`src/pbs_pkg.sv`:
```
`default_nettype none
package pbs_pkg;

  localparam int unsigned CountWidth = 16;
  localparam int unsigned CfgIndexWidth = 2;
  localparam int unsigned CfgDataWidth = 16;

  // register indexes on the config channel
  localparam logic [CfgIndexWidth-1:0] REG_PRESS_THRESHOLD = 2'd0;
  localparam logic [CfgIndexWidth-1:0] REG_HOLD_THRESHOLD  = 2'd1;
  localparam logic [CfgIndexWidth-1:0] REG_PULSE_LENGTH    = 2'd2;

  localparam logic [CountWidth-1:0] PRESS_THRESHOLD_RESET = 16'd10;
  localparam logic [CountWidth-1:0] HOLD_THRESHOLD_RESET  = 16'd2000;
  localparam logic [CountWidth-1:0] PULSE_LENGTH_RESET    = 16'd30;

  // button phase codes; the fourth code behaves as held
  localparam logic [1:0] PHASE_RELEASED = 2'd0;
  localparam logic [1:0] PHASE_PRESSED  = 2'd1;
  localparam logic [1:0] PHASE_HELD     = 2'd2;

  typedef struct packed {
    logic press;
    logic hold;
  } button_event_t;

  typedef logic [CountWidth-1:0] count_t;

  function automatic count_t sat_inc(input count_t v);
    sat_inc = (v == '1) ? v : count_t'(v + 1'b1);
  endfunction

endpackage
`default_nettype wire

```
`src/pbs_if.sv`:
```
`default_nettype none
interface pbs_tick_if;
  logic valid;
  logic ready;
  logic button_level;
  logic remote_request;
  logic shutdown_done;

  modport source (output valid, output button_level, output remote_request,
                  output shutdown_done, input ready);
  modport sink (input valid, input button_level, input remote_request,
                input shutdown_done, output ready);
endinterface

interface pbs_result_if;
  logic valid;
  logic ready;
  logic regulators_enabled;
  logic power_request_line;
  logic press_event;
  logic hold_event;

  modport source (output valid, output regulators_enabled, output power_request_line,
                  output press_event, output hold_event, input ready);
  modport sink (input valid, input regulators_enabled, input power_request_line,
                input press_event, input hold_event, output ready);
endinterface

interface pbs_cfg_if;
  logic valid;
  logic ready;
  logic [pbs_pkg::CfgIndexWidth-1:0] index;
  logic [pbs_pkg::CfgDataWidth-1:0] data;

  modport source (output valid, output index, output data, input ready);
  modport sink (input valid, input index, input data, output ready);
endinterface
`default_nettype wire

```
`src/pbs_button.sv`:
```
`default_nettype none
module pbs_button (
  input  wire logic                  clk,
  input  wire logic                  rst,
  input  wire logic                  advance,
  input  wire logic                  level,
  input  wire pbs_pkg::count_t       press_threshold,
  input  wire pbs_pkg::count_t       hold_threshold,
  output pbs_pkg::button_event_t     events
);

  logic            last_level;
  logic [1:0]      phase;
  pbs_pkg::count_t ticks;

  logic            changed;
  logic [1:0]      phase_cur;
  logic [1:0]      phase_next;
  pbs_pkg::count_t ticks_next;

  always_comb begin
    changed = (level != last_level);
    ticks_next = changed ? '0 : pbs_pkg::sat_inc(ticks);
    phase_cur = changed ? pbs_pkg::PHASE_RELEASED : phase;
    events.press = !level && (ticks_next >= press_threshold)
                   && (phase_cur == pbs_pkg::PHASE_RELEASED);
    // hold only in a tick without a press
    events.hold = !level && !events.press && (ticks_next >= hold_threshold)
                  && ((phase_cur == pbs_pkg::PHASE_RELEASED)
                      || (phase_cur == pbs_pkg::PHASE_PRESSED));
    if (events.press) begin
      phase_next = pbs_pkg::PHASE_PRESSED;
    end else if (events.hold) begin
      phase_next = pbs_pkg::PHASE_HELD;
    end else begin
      phase_next = phase_cur;
    end
  end

  always_ff @(posedge clk) begin
    if (rst) begin
      last_level <= 1'b1;
      phase <= pbs_pkg::PHASE_RELEASED;
      ticks <= '0;
    end else if (advance) begin
      last_level <= level;
      phase <= phase_next;
      ticks <= ticks_next;
    end
  end

endmodule
`default_nettype wire

```
`src/power_button_sequencer.sv`:
```
`default_nettype none
// Power button sequencer: one word on the tick channel per millisecond tick.
// A tick word is taken into the input register at the accepting edge; the result register
// takes its result word at a later edge, once the result register is free.
// Throughput: one tick word per cycle unless the result stalls, which holds the result register.
// Reset (rst, synchronous): thresholds and pulse length return to 10, 2000, 30;
// regulators off, no pulse, button seen as released.
module power_button_sequencer (
  input wire logic     clk,
  input wire logic     rst,
  pbs_cfg_if.sink      cfg,
  pbs_tick_if.sink     tick,
  pbs_result_if.source result
);

  pbs_pkg::count_t press_threshold;
  pbs_pkg::count_t hold_threshold;
  pbs_pkg::count_t pulse_length;

  logic s1_valid;
  logic s1_level;
  logic s1_remote;
  logic s1_done;

  logic out_valid;
  logic out_regulators;
  logic out_request;
  logic out_press;
  logic out_hold;

  logic            regulator_flag;
  logic            pulse_active;
  pbs_pkg::count_t pulse_ticks;

  logic                   out_free;
  logic                   advance;
  logic                   tick_fire;
  pbs_pkg::button_event_t events;

  logic            reg_next;
  logic            start_pulse;
  logic            pulse_active_next;
  pbs_pkg::count_t pulse_ticks_next;

  assign cfg.ready = 1'b1;

  always_ff @(posedge clk) begin
    if (rst) begin
      press_threshold <= pbs_pkg::PRESS_THRESHOLD_RESET;
      hold_threshold <= pbs_pkg::HOLD_THRESHOLD_RESET;
      pulse_length <= pbs_pkg::PULSE_LENGTH_RESET;
    end else if (cfg.valid) begin
      case (cfg.index)
        pbs_pkg::REG_PRESS_THRESHOLD: press_threshold <= cfg.data;
        pbs_pkg::REG_HOLD_THRESHOLD:  hold_threshold <= cfg.data;
        pbs_pkg::REG_PULSE_LENGTH:    pulse_length <= cfg.data;
        default: ;
      endcase
    end
  end

  assign out_free = !out_valid || result.ready;
  assign advance = s1_valid && out_free;
  assign tick.ready = !s1_valid || out_free;
  assign tick_fire = tick.valid && tick.ready;

  always_ff @(posedge clk) begin
    if (rst) begin
      s1_valid <= 1'b0;
    end else if (tick.ready) begin
      s1_valid <= tick.valid;
    end
  end

  always_ff @(posedge clk) begin
    if (tick_fire) begin
      s1_level <= tick.button_level;
      s1_remote <= tick.remote_request;
      s1_done <= tick.shutdown_done;
    end
  end

  pbs_button u_button (
    .clk             (clk),
    .rst             (rst),
    .advance         (advance),
    .level           (s1_level),
    .press_threshold (press_threshold),
    .hold_threshold  (hold_threshold),
    .events          (events)
  );

  always_comb begin
    // age a running pulse before this tick's events
    pulse_active_next = pulse_active;
    pulse_ticks_next = pulse_ticks;
    if (pulse_active) begin
      pulse_ticks_next = pbs_pkg::sat_inc(pulse_ticks);
      if (pulse_ticks_next >= pulse_length) begin
        pulse_active_next = 1'b0;
      end
    end

    // press, hold, request, shutdown-complete in that order
    reg_next = regulator_flag;
    start_pulse = 1'b0;
    if (events.press) begin
      if (reg_next) begin
        start_pulse = 1'b1;
      end else begin
        reg_next = 1'b1;
      end
    end
    if (events.hold) begin
      reg_next = 1'b0;
    end
    if (s1_remote) begin
      if (reg_next) begin
        start_pulse = 1'b1;
      end else begin
        reg_next = 1'b1;
      end
    end
    if (s1_done) begin
      reg_next = 1'b0;
    end

    if (start_pulse) begin
      pulse_active_next = 1'b1;
      pulse_ticks_next = '0;
    end
  end

  always_ff @(posedge clk) begin
    if (rst) begin
      regulator_flag <= 1'b0;
      pulse_active <= 1'b0;
      pulse_ticks <= '0;
      out_valid <= 1'b0;
    end else begin
      if (advance) begin
        regulator_flag <= reg_next;
        pulse_active <= pulse_active_next;
        pulse_ticks <= pulse_ticks_next;
      end
      if (out_free) begin
        out_valid <= s1_valid;
      end
    end
  end

  always_ff @(posedge clk) begin
    if (advance) begin
      out_regulators <= reg_next;
      out_request <= pulse_active_next;
      out_press <= events.press;
      out_hold <= events.hold;
    end
  end

  assign result.valid = out_valid;
  assign result.regulators_enabled = out_regulators;
  assign result.power_request_line = out_request;
  assign result.press_event = out_press;
  assign result.hold_event = out_hold;

endmodule
`default_nettype wire
```
`src/flat_wrapper.sv`:
```
// flat-port wrapper written by rule: the top's interface ports become plain ports
module power_button_sequencer_flat 
  (clk, rst, cfg_valid, cfg_index, cfg_data, cfg_ready, tick_valid, tick_button_level, tick_remote_request, tick_shutdown_done, tick_ready, result_valid, result_regulators_enabled, result_power_request_line, result_press_event, result_hold_event, result_ready);
  pbs_cfg_if cfg_i ();
  pbs_tick_if tick_i ();
  pbs_result_if result_i ();
  input wire logic clk;
  input wire logic rst;
  input wire logic [$bits(cfg_i.valid)-1:0] cfg_valid;
  input wire logic [$bits(cfg_i.index)-1:0] cfg_index;
  input wire logic [$bits(cfg_i.data)-1:0] cfg_data;
  output wire logic [$bits(cfg_i.ready)-1:0] cfg_ready;
  input wire logic [$bits(tick_i.valid)-1:0] tick_valid;
  input wire logic [$bits(tick_i.button_level)-1:0] tick_button_level;
  input wire logic [$bits(tick_i.remote_request)-1:0] tick_remote_request;
  input wire logic [$bits(tick_i.shutdown_done)-1:0] tick_shutdown_done;
  output wire logic [$bits(tick_i.ready)-1:0] tick_ready;
  output wire logic [$bits(result_i.valid)-1:0] result_valid;
  output wire logic [$bits(result_i.regulators_enabled)-1:0] result_regulators_enabled;
  output wire logic [$bits(result_i.power_request_line)-1:0] result_power_request_line;
  output wire logic [$bits(result_i.press_event)-1:0] result_press_event;
  output wire logic [$bits(result_i.hold_event)-1:0] result_hold_event;
  input wire logic [$bits(result_i.ready)-1:0] result_ready;
  assign cfg_i.valid = cfg_valid;
  assign cfg_i.index = cfg_index;
  assign cfg_i.data = cfg_data;
  assign cfg_ready = cfg_i.ready;
  assign tick_i.valid = tick_valid;
  assign tick_i.button_level = tick_button_level;
  assign tick_i.remote_request = tick_remote_request;
  assign tick_i.shutdown_done = tick_shutdown_done;
  assign tick_ready = tick_i.ready;
  assign result_valid = result_i.valid;
  assign result_regulators_enabled = result_i.regulators_enabled;
  assign result_power_request_line = result_i.power_request_line;
  assign result_press_event = result_i.press_event;
  assign result_hold_event = result_i.hold_event;
  assign result_i.ready = result_ready;
  power_button_sequencer u_core (.clk(clk), .rst(rst), .cfg(cfg_i), .tick(tick_i), .result(result_i));
endmodule
```
`config.mk`:
```
export PLATFORM = sky130hd
export DESIGN_NAME = power_button_sequencer_flat
export DESIGN_NICKNAME = d
export VERILOG_FILES = /design/src/pbs_pkg.sv /design/src/pbs_if.sv /design/src/pbs_button.sv /design/src/power_button_sequencer.sv /design/src/flat_wrapper.sv
export SDC_FILE = /design/constraint.sdc
export NUM_CORES = 1
export LEC_CHECK = 0
export BUFFER_PORTS_ARGS = -buffer_cell sky130_fd_sc_hd__buf_2
export CORE_MARGIN = 8
export CORE_UTILIZATION = 60
export DETAILED_ROUTE_END_ITERATION = 10
export GPL_ROUTABILITY_DRIVEN = 0
export PLACE_DENSITY = 0.78
export SLEW_MARGIN = 20
export SYNTH_ARGS = -nofsm -noshare
export SYNTH_HDL_FRONTEND = slang
export SYNTH_SLANG_ARGS = --single-unit
export TNS_END_PERCENT = 20
```
`constraint.sdc`:
```
create_clock -name clk -period 4.3 [get_ports clk]
set_input_delay 0.645 -clock clk [delete_from_list [all_inputs] [get_ports clk]]
set_output_delay 0.645 -clock clk [all_outputs]
set_load 0.1 [all_outputs]
```
== After elaboration in Yosys (flattened, before gate mapping) ==
Index checks and enable logic that the tools add are counted.
Word-level totals
  logic and storage cells: 69
  input bits: 26
  output and inout port bits: 7
  flip-flop bits (word level): 94
Cells by class
  order comparisons: 3
  add/subtract/negate cells: 2
  mux-type cells: 19
  reduce and logical (&&, ||, !) cells: 21
  equal/unequal tests: 6
Operator list (number)
  16-bit two-way mux: 5
  16-bit >= comparator: 3
  16-bit by 1-bit adder with 16-bit output (second input constant): 2
  16-bit == test (second input constant): 2
  1-bit two-way mux: 11
  2-bit AND reduction: 4
  1-bit logical AND: 7
  2-bit two-way mux: 3
  2-bit by 1-bit == test with 1-bit output (second input constant): 2
  1-bit zero test: 4
  2-bit zero test: 2
  1-bit logical OR: 3
  2-bit == test (second input constant): 1
  2-bit nonzero test: 1
  1-bit inequality test: 1

== Depth between registers and ports, before layout ==
  depth in word-level cells: 15
  gate-level depth with buffers: 15
  gate-level depth less buffers: 14

== Hierarchy ==
From an unflattened synthesis, not the netlist that was laid out.
Second synthesis, totals
  cells, all modules: 727
  area, all modules: 5738.0 um^2
Modules (own cells, without submodules)
  power_button_sequencer: area an instance 3663.5 um^2, times used 1, sequential area each 1571.5 um^2, cells each 445
  pbs_button: area an instance 2074.5 um^2, times used 1, sequential area each 380.4 um^2, cells each 282

== Worst setup path after synthesis ==
No wires, ideal clock.
  path type: register to register
  start: register u_core.u_button.ticks[0]
  end: register u_core.pulse_ticks[10]
  path slack: 0.957 ns
  stages on the path, launching flop included: 16
  data required time: 4.181 ns
  library setup time: 0.119 ns
  arrival: 3.223 ns
  path buffers: 1
  clock period less this slack: 3.343 ns
  cell sequence: dfxtp_1 ha_1 nand3_1 nor4_4 a21boi_2 nand4_1 xor2_1 nor2_1 ha_1 nand4_1 nor4_1 o21ai_0 a32o_1 nor2_1 buf_2 nor3_1
On the way
  cells in the longest elaborated chain, start to end: 15
  elaborated cells between the ends (all ways): 20
  classes of those cells: 1 x add/sub; 2 x order compare; 1 x eq/ne; 8 x mux; 8 x reduce/logical
Ends and longest elaborated chain
  start, declared: RTL line pbs_button.sv:14  | pbs_pkg::count_t ticks;
  start signal, assigned: RTL line pbs_button.sv:48  | ticks <= ticks_next;
  16-bit by 1-bit adder with 16-bit output / 16-bit == test (equally long branches): RTL line pbs_pkg.sv:30  | sat_inc = (v == '1) ? v : count_t'(v + 1'b1);
  16-bit two-way mux *: RTL line pbs_pkg.sv:30
  16-bit two-way mux *: RTL line pbs_button.sv:23  | ticks_next = changed ? '0 : pbs_pkg::sat_inc(ticks);
  via u_core.u_button.ticks_next[9]: RTL line pbs_button.sv:19  | pbs_pkg::count_t ticks_next;
  16-bit >= comparator: RTL line pbs_button.sv:25  | events.press = !level && (ticks_next >= press_threshold)
  1-bit logical AND: RTL line pbs_button.sv:25
  1-bit logical AND: RTL line pbs_button.sv:26  | && (phase_cur == pbs_pkg::PHASE_RELEASED);
  1-bit zero test: RTL line pbs_button.sv:28  | events.hold = !level && !events.press && (ticks_next >= hold_threshold)
  1-bit logical AND (2 in a row): RTL line pbs_button.sv:28
  1-bit logical AND: RTL line pbs_button.sv:29  | && ((phase_cur == pbs_pkg::PHASE_RELEASED)
  1-bit two-way mux: RTL line power_button_sequencer.sv:114  | if (events.hold) begin
  1-bit two-way mux: RTL line power_button_sequencer.sv:118  | if (reg_next) begin
  1-bit two-way mux *: RTL line power_button_sequencer.sv:117  | if (s1_remote) begin
  2-bit nonzero test (no source line)
  2-bit AND reduction (no source line)
  end signal, assigned: RTL line power_button_sequencer.sv:144  | pulse_ticks <= pulse_ticks_next;
  end, declared: RTL line power_button_sequencer.sv:33  | pbs_pkg::count_t pulse_ticks;
The timed path passes the listed nets; every way through them passes the cells marked *.
A chain may end at the register's enable or synchronous reset.

== Worst setup path in the final report ==
  start: register u_core.u_button.ticks[0]
  end: register u_core.out_regulators, in the netlist u_core.result.regulators_enabled (data pin)
On the way
  cells in the longest elaborated chain, start to end: 13
  elaborated cells between the ends (all ways): 16
  classes of those cells: 1 x add/sub; 2 x order compare; 1 x eq/ne; 6 x mux; 6 x reduce/logical
Ends and longest elaborated chain
  16-bit by 1-bit adder with 16-bit output / 16-bit == test (equally long branches): RTL line pbs_pkg.sv:30
  16-bit two-way mux *: RTL line pbs_pkg.sv:30
  16-bit two-way mux *: RTL line pbs_button.sv:23
  via u_core.u_button.ticks_next[2]: RTL line pbs_button.sv:19
  16-bit >= comparator: RTL line pbs_button.sv:25
  1-bit logical AND: RTL line pbs_button.sv:25
  1-bit logical AND: RTL line pbs_button.sv:26
  1-bit zero test: RTL line pbs_button.sv:28
  1-bit logical AND (2 in a row): RTL line pbs_button.sv:28
  1-bit logical AND: RTL line pbs_button.sv:29
  1-bit two-way mux *: RTL line power_button_sequencer.sv:114
  1-bit two-way mux *: RTL line power_button_sequencer.sv:117
  1-bit two-way mux *: RTL line power_button_sequencer.sv:124  | if (s1_done) begin
  via u_core.reg_next: RTL line power_button_sequencer.sv:40  | logic reg_next;
  end signal, assigned: RTL line power_button_sequencer.sv:154  | out_regulators <= reg_next;
  end, declared: RTL line power_button_sequencer.sv:26  | logic out_regulators;
Marks and branches as above.

==> metrics.md <==
| Metric | Value |
|---|---|
| Outcome | `complete, no violations` |
| Area grow syn2layout | `7.57%` |
| Most frequent cell after synthesis | `nand2_1` |
| Multi-input logic area | `about 3300 sq um` |
| Die Width | `112 um` |
| Most instantiated cells after synthesis | `nand2_1 (119), dfxtp_1 (87), a21oi_1 (75)` |
| Io pins | `33` |
| Clock latency on the worst-skew pair | `0.37 ns` |
| Leakage | `2.45 nW` |
| # resized after CTS | `0` |
| Critical-path cell list | `ha_1 > nand3_1 > nor4_4 > nand2_2 > a31oi_1 > o21a_1 > ha_1 > a211o_1 > o21ai_0 > a32o_1 > o21ai_0 > o211a_1` |
| Number of flops mapped to enable cells by yosys | `7` |
| Global-route wire length before repair | `around 22000 um` |
| Share of power burned in registers | `between 50 and 60%` |
| Max_cap viols | `0` |
| Hold WC Path Type | `in -> reg` |
| Switching power total | `502 uW` |
| CP max stage delay | `between 0.4 and 0.5 ns` |
| Total CTS buffers | `9` |
| Fin crit share | `between 80% and 90%` |
| Setup Skew | `0.0129 ns` |
| CP delay by family, top | `compound AO/OA/AOI/OAI gates` |
| Slowest cell on crit path | `dfxtp_1` |
| Required @ worst endpoint | `approximately 4.4 ns` |
| Internal Pwr Total | `1.19 mW` |
| Nets@finish | `roughly 790` |
| Port-buffer cells | `31` |
| Syn_nets | `between 700 and 800` |
| Die footprint | `~13000 sq um` |
| Leading area contributor after synthesis | `dfxtp_1` |
| Core area | `a little over 9000 sq um` |
| Cells after Synth | `697` |
| Antenna-violating nets left | `0` |
| DIE HEIGHT | `approximately 110 um` |
| Crit path time final | `between 3 and 4 ns` |
| Tot Pwr | `1.69 mW` |
| Number of antenna diodes | `0` |
| Worst Tran Pin Value | `0.760 ns` |
| FF/Latch Area | `between 1500 and 2000 sq um` |
| Fillers | `around 790` |
| Fmax | `between 200 and 300 MHz` |
| # rows | `35` |
| Dpl hpwl | `~9900 um` |
| Seq cells post-synth | `94` |
| Critical path class | `reg -> reg` |
| Placed insts | `817` |
| Worst Path Arrival | `between 3 and 4 ns` |
| Clock slew at reported path FFs | `between 0.1 and 0.15 ns` |
| Vias in the first global route | `around 4700` |
| Synth async-reset ratio | `0%` |
| Dominant synthesized flop cell | `dfxtp_1` |
| Area contributors post-synth | `dfxtp_1 (31%), ha_1 (11%), nand2_1 (8.0%)` |
| Layout cells sized above 1 | `approximately a tenth` |
| Vias per inst | `approximately 5.9` |
| YS warnings | `0` |
| Total Routing Usage GR | `21.3%` |
| Max clock buf depth | `2` |
| Worst Path Buf+Inv | `0` |
| Gr ovfl total | `0` |
| Final Non-Filler Cells | `between 800 and 900` |
| Final Hold Violating Endpoints | `0` |
| Post-Syn Area per Cell | `~8.0 sq um` |
| Setup tns final | `0 ns` |
| Post-Synthesis Cell Area | `5570 sq um` |
| Clk root buf | `clkbuf_8` |
| Post-CTS setup buffers | `0` |
| Synth cell types | `65` |
| Slew headroom | `between 40% and 50%` |
| Combinational group share of total power | `a little under an eighth` |
| Final-report setup violation count | `0` |
| Largest net degree at the start of global routing | `58` |
| Initial antenna violation count | `0` |
| Worst vdd ir | `about 0.20 mV` |
| RSZ-0062 raised after global routing | `no` |
| Crit-path max FO | `9` |
| Sw Share | `29.7%` |
| CP startpoint kind | `flip-flop` |
| Slew Limit Fails | `0` |
| H-Tree Depth | `3` |
| Total number of vias | `4935` |
| Wire per inst | `roughly 16 um` |
| Drt first pass iters | `6` |
| Register area share after synthesis | `approximately a third` |
| CTS sink cnt | `94` |
| P per Cell Area | `282 nW/um^2` |
| Post-cts hold buffer count | `0` |
| CP Capture Type | `flip-flop` |
| Drt drc | `0` |
| Initial core utilization | `between 60% and 70%` |
| Initial DRC Count | `about 400` |
| Yosys top cell area share | `a little under a third` |
| Total Wirelength | `approximately 13000 um` |
| Clk pwr share | `around a third` |
| TritonCTS clock tree | `yes` |
layer usage:
metal | track usage (%) | share of wire, % | routed length (um)
met1 | 26.9 | 45 | 6010
met2 | 35.9 | 47 | 6260
met3 | 3.11 | 5.8 | 768
met4 | 8.00 | 2.2 | 297
met5 | 0 | 0 | 0
power by group through the flow:
stage	registers [mW]	logic (mW)	clock network, mW
after floorplan	0.952	0.119	0
after global placement	0.937	0.187	0
after detailed placement	0.939	0.193	0
after CTS	0.919	0.194	0.589
after global routing	0.921	0.217	0.616
final	0.919	0.197	0.576
area by class of cell:
cell class / count / share of cell area [%]
clock buffer: 9 / 2.07
clock inverter: 7 / 1.07
inverter: 58 / 3.63
multi-input combinational: 515 / 54.7
sequential: 94 / 32.6
tap: 111 / 2.32
timing repair buffer: 39 / 3.59
through the flow:
step	hold WS (ns)	worst slack [ns]	util (%)	area (sq um)
after floorplan	0.436	0.957	-	5570
after global placement	0.444	0.713	63.6	5800
after detailed placement	0.447	0.584	63.6	5800
after CTS	0.445	0.562	65.7	5980
after global routing	0.454	0.175	65.8	5990
final	0.455	0.518	65.8	5990
worst register-to-register path, delay by kind of cell, from the launching register on:
family,cells,cell delay (ns)
AND/OR/NAND/NOR,3,0.84
adder cells (fa/ha/maj),2,0.50
AO/OA/AOI/OAI,7,1.78
flip-flops,1,0.42
sequential cells by signal, summed over array words and instances, names as in the netlist:
| name | flops |
|---|---|
| u_core.hold_threshold | 16 |
| u_core.press_threshold | 16 |
| u_core.pulse_active | 1 |
| u_core.pulse_length | 16 |
| u_core.pulse_ticks | 16 |
| u_core.regulator_flag | 1 |
| u_core.result.hold_event | 1 |
| u_core.result.power_request_line | 1 |
| u_core.result.press_event | 1 |
| u_core.result.regulators_enabled | 1 |
| u_core.result.valid | 1 |
| u_core.s1_done | 1 |
| u_core.s1_level | 1 |
| u_core.s1_remote | 1 |
| u_core.s1_valid | 1 |
| u_core.u_button.last_level | 1 |
| u_core.u_button.phase | 2 |
| u_core.u_button.ticks | 16 |
layout by cell type, fill, tap and decap left out, types with 5 or more instances in the layout:
cell and count:
nand2_1 119, dfxtp_1 87, a21oi_1 75, inv_1 57
ha_1 50, nor2_1 45, buf_2 31, nor3_1 30
nand3_1 20, xnor2_1 18, o21ai_0 17, o211ai_1 14
nand4_1 11, and3_1 10, xor2_1 9, o21a_1 9
clkbuf_8 9, buf_4 8, mux2i_1 7, edfxtp_1 7
a31oi_1 6, a21o_1 6, or3_1 5
kinds of logic after synthesis:
logic type      Yosys count  synth area share (%)
other cells               1                0.0673
mux                      11                  2.07
fa+ha+maj                51                  11.4
compound gates          157                  18.2
xor+xnor                 27                  4.25
simple gates            268                  22.6
flops                    94                  35.0
buf+inv                  88                  6.27
worst paths after layout:
check | from | endpoint | slack, ns | cells past startpoint
setup reg to reg | u_core.u_button.ticks[0] | u_core.result.regulators_enabled | 0.52 | 12
hold reg to reg | u_core.press_threshold[10] | u_core.press_threshold[10] | 0.46 | 2
hold / removal | tick_button_level | u_core.s1_level | 0.46 | 1
setup / recovery | u_core.u_button.ticks[0] | u_core.result.regulators_enabled | 0.52 | 12
Power figures use the tool's default switching activity.
